$ cat src/gafp_ram.sv
// Generic single-port-write, single-port-read synchronous RAM, registered read.
// No dependencies.
`default_nettype none
module gafp_ram #(
	parameter int WIDTH = 8,
	parameter int DEPTH = 256
) (
	input  wire logic                     clk,
	input  wire logic                     we,
	input  wire logic [$clog2(DEPTH)-1:0] waddr,
	input  wire logic [WIDTH-1:0]         wdata,
	input  wire logic [$clog2(DEPTH)-1:0] raddr,
	output logic      [WIDTH-1:0]         rdata
);
	logic [WIDTH-1:0] mem [DEPTH];

	always_ff @(posedge clk) begin
		if (we) begin
			mem[waddr] <= wdata;
		end
		rdata <= mem[raddr];
	end
endmodule
`default_nettype wire

$ cat config.mk
export PLATFORM = sky130hd
export DESIGN_NAME = gafp_ram
export DESIGN_NICKNAME = d
export VERILOG_FILES = /design/src/gafp_ram.sv
export SDC_FILE = /design/constraint.sdc
export NUM_CORES = 2
export LEC_CHECK = 0
export BUFFER_PORTS_ARGS = -buffer_cell sky130_fd_sc_hd__buf_4
export CAP_MARGIN = 10
export CORE_ASPECT_RATIO = 1.4
export CORE_MARGIN = 3
export CORE_UTILIZATION = 57
export CTS_CLUSTER_DIAMETER = 40
export DETAILED_ROUTE_END_ITERATION = 12
export PLACE_DENSITY = 0.77
export SYNTH_ARGS = -nofsm -noshare
export SYNTH_HDL_FRONTEND = slang
export SYNTH_SLANG_ARGS = --single-unit
$ cat constraint.sdc
create_clock -name clk -period 5.2 [get_ports clk]
set_clock_uncertainty 0.2 [all_clocks]
set_input_delay 0.78 -clock clk [delete_from_list [all_inputs] [get_ports clk]]
set_output_delay 0.78 -clock clk [all_outputs]
set_load 0.01 [all_outputs]
==> key figures <==
Status
  • Status: complete, no violations

Synthesis
  • Async SR Flop Fraction: 0%
  • Most frequent cells after synthesis: edfxtp_1, mux4_2, nor2_1
  • Syn avg cell area: between 20 and 25 um^2
  • YS warnings: 0
  • EDFF count, synth: 2048
  • Cell variety after synth: 55
  • Most frequent cell after synthesis: edfxtp_1
  • Leading area contributor after synthesis: edfxtp_1
  • Primary FF master, synth: edfxtp_1
  • Top cell type's share of synthesized area: between 70% and 80%
  • Mapped Area: between 0.07 and 0.08 mm^2
  • Sequential-to-total area share from yosys stat: roughly 78%
  • Synth Net Count: between 3000 and 4000
  • Cell count after synthesis: around 3700
  • Synth top area cells: edfxtp_1, mux4_2, mux2i_1
  • #FFs+latches synth: just over 2000

Setup path
  • Worst setup EP type: flip-flop
  • Reg-to-reg startpoint: mem[77][1]
  • Worst R2R Setup Slack: between 2 and 2.5 ns
  • CP startpoint kind: input port
  • Worst path arrival time: between 4 and 5 ns
  • Critical Path RT: roughly 5.6 ns
  • Crit Reg-Reg Endpoint: rdata[1]
  • Reg2reg path depth: 7
  • WS Path Type: input port to flip-flop
  • Max FO, Critical Path: 38

Floorplanning
  • Die Wd: between 300 and 400 um
  • CORE AREA: 0.1380 mm^2
  • Height of the die: about 450 um
  • DIE AREA: 0.1442 mm^2
  • Std cell rows: about 160
  • Ports: 34
  • Initial Utilization: around 58%

Routing
  • Drt first pass iters: 5
  • WL final: around 190000 um
  • WL/cell: between 30 and 40 um
  • Post-route DRC: 0
  • 1st-iter DRT viols: between 5000 and 6000
  • Number of vias per cell: 6.835
  • Via count: around 39000
  • Final antenna-violating net count: 0

Clock network
  • Longest Clk Path Bufs: 3
  • Root Driver: clkbuf_16
  • Skew-Pair Late Insertion Delay: 0.82 ns
  • CTS tree: built
  • H-Tree Depth: 4
  • # Post-CTS Setup Buffers: 0
  • Post-cts hold buffer count: 0
  • CTS Buf Count: around 180
  • Clock transition at path regs: approximately 0.06 ns
  • Clock net sink count: around 2100
  • Resized cells post-CTS: 0

Timing
  • Final slew viol count: 0
  • Setup tns final: 0 ns
  • Final period utilization: between 70% and 80%
  • Final hold vios: 0
  • Worst-Margin Slew: approximately 1.2 ns
  • Rel. slew slack: 18.29%
  • Setup-failing EPs final: 0
  • Crit path time final: ~3.7 ns
  • RSZ-0062 raised after global routing: false
  • Max Fclk: between 200 and 300 MHz

Final layout
  • Post-route cell area: between 0.08 and 0.09 mm^2
  • Final Non-Filler Cells: roughly 5800
  • # nets final: between 3000 and 4000
  • Layout Utilization: about 63%
  • Layout cells sized above 1: around 22%
  • Area Overhead vs Synth: 10.14%

Flow run
  • Number of max-cap violations: 0

Hold path
  • Hold path endpoint: mem[142][4]
  • Hold Path Depth: 1
  • Worst Hold Class: input port to flip-flop
  • Worst Min Path Start: wdata[4]

Placement
  • DP Wirelength: approximately 110000 um
  • Placed Instance Area: ~0.082 mm^2
  • DP Cell Count: approximately 5400
  • Port bufs: 33
  • RD Place Congestion: 0.8856

Global routing
  • Vias in the first global route: about 40000
  • First-pass GRT wire length: between 200000 and 300000 um
  • Tot GR Track Use: ~27%
  • GR Overflow Total: 0
  • Initial antenna violation count: 8
  • Pin count of the biggest net entering global routing: 145

Power
  • Pwr Total: around 33 mW
  • P_leak: 26.90 nW
  • PD cells: 376.6 mW/mm^2
  • Maximum vdd drop: around 380 uV
==> report_power, final <==
part / internal [mW] / switching (mW)
clock network: 7.20 / 5.87
registers: 18.3 / 0.0331
logic: 0.570 / 1.06
total: 26.0 / 6.96
==> metal layers <==
layer  track usage [%]  share of wire [%]
met1             34.94                 34
met2             44.48                 51
met3             5.959                 10
met4             12.86                5.1
met5                 0              0.017
==> worst max-delay path by stage <==
stage | startpoint | to | slack (ns) | depth (start not counted)
floorplan | raddr[0] | rdata[2] | 2.28 | 9
global placement | raddr[0] | rdata[7] | 0.40 | 10
detailed placement | raddr[0] | rdata[7] | 0.20 | 10
CTS | raddr[0] | rdata[7] | 1.06 | 10
global route | raddr[0] | rdata[4] | 1.42 | 9
finish | raddr[0] | rdata[4] | 1.49 | 9
==> through the flow <==
step                setup WS [ns]  hold slack, ns
CTS                         1.059          0.3800
global placement           0.4031          0.7692
floorplan                   2.282          0.5699
finish                      1.491          0.3644
detailed placement         0.2034          0.7902
global route                1.416          0.4109
==> placed cells by master (no fill, tap or decap), drive strengths merged, types with 16 or more instances in the layout <==
cell type	n
o22ai	28
mux2i	134
clkinv	77
nor2	282
clkbuf	230
nor3	22
buf	136
nand2	33
nand3	34
edfxtp	2048
o221ai	47
nor4	27
a21oi	96
mux4	456
a211oi	16
a22oi	133
nor2b	31
==> state kept, by name, summed over array words and instances (netlist names) <==
signal and count:
rdata 8, mem 2048
==> logic make-up after synthesis <==
family,count (synthesis),share of synthesized area (%)
buffers and inverters,235,1.831
and+or+nand+nor,466,2.628
DFF,2056,77.50
AOI/OAI and AO/OA,385,3.419
muxes,591,14.62
==> critical path, cell delays in order <==
cell and delay, ns:
buf_8 0.45, buf_12 0.36, mux4_2 0.53, nor2b_1 0.14
a211oi_1 0.64, nor2_1 0.14, nor4_1 0.75, buf_4 0.23
nor4_1 0.06
==> area by class of cell <==
cell class / instances / area, um^2
Antenna cell: 6 / 15.01
Clock buffer: 221 / 4762
Clock inverter: 107 / 977.2
Fill cell: 8573 / 50370
Inverter: 2 / 7.507
Multi-Input combinational cell: 1442 / 16500
Sequential cell: 2056 / 61660
Tap cell: 1793 / 2243
Timing Repair Buffer: 145 / 1461
No activity file was read; power rests on OpenSTA's default activity.
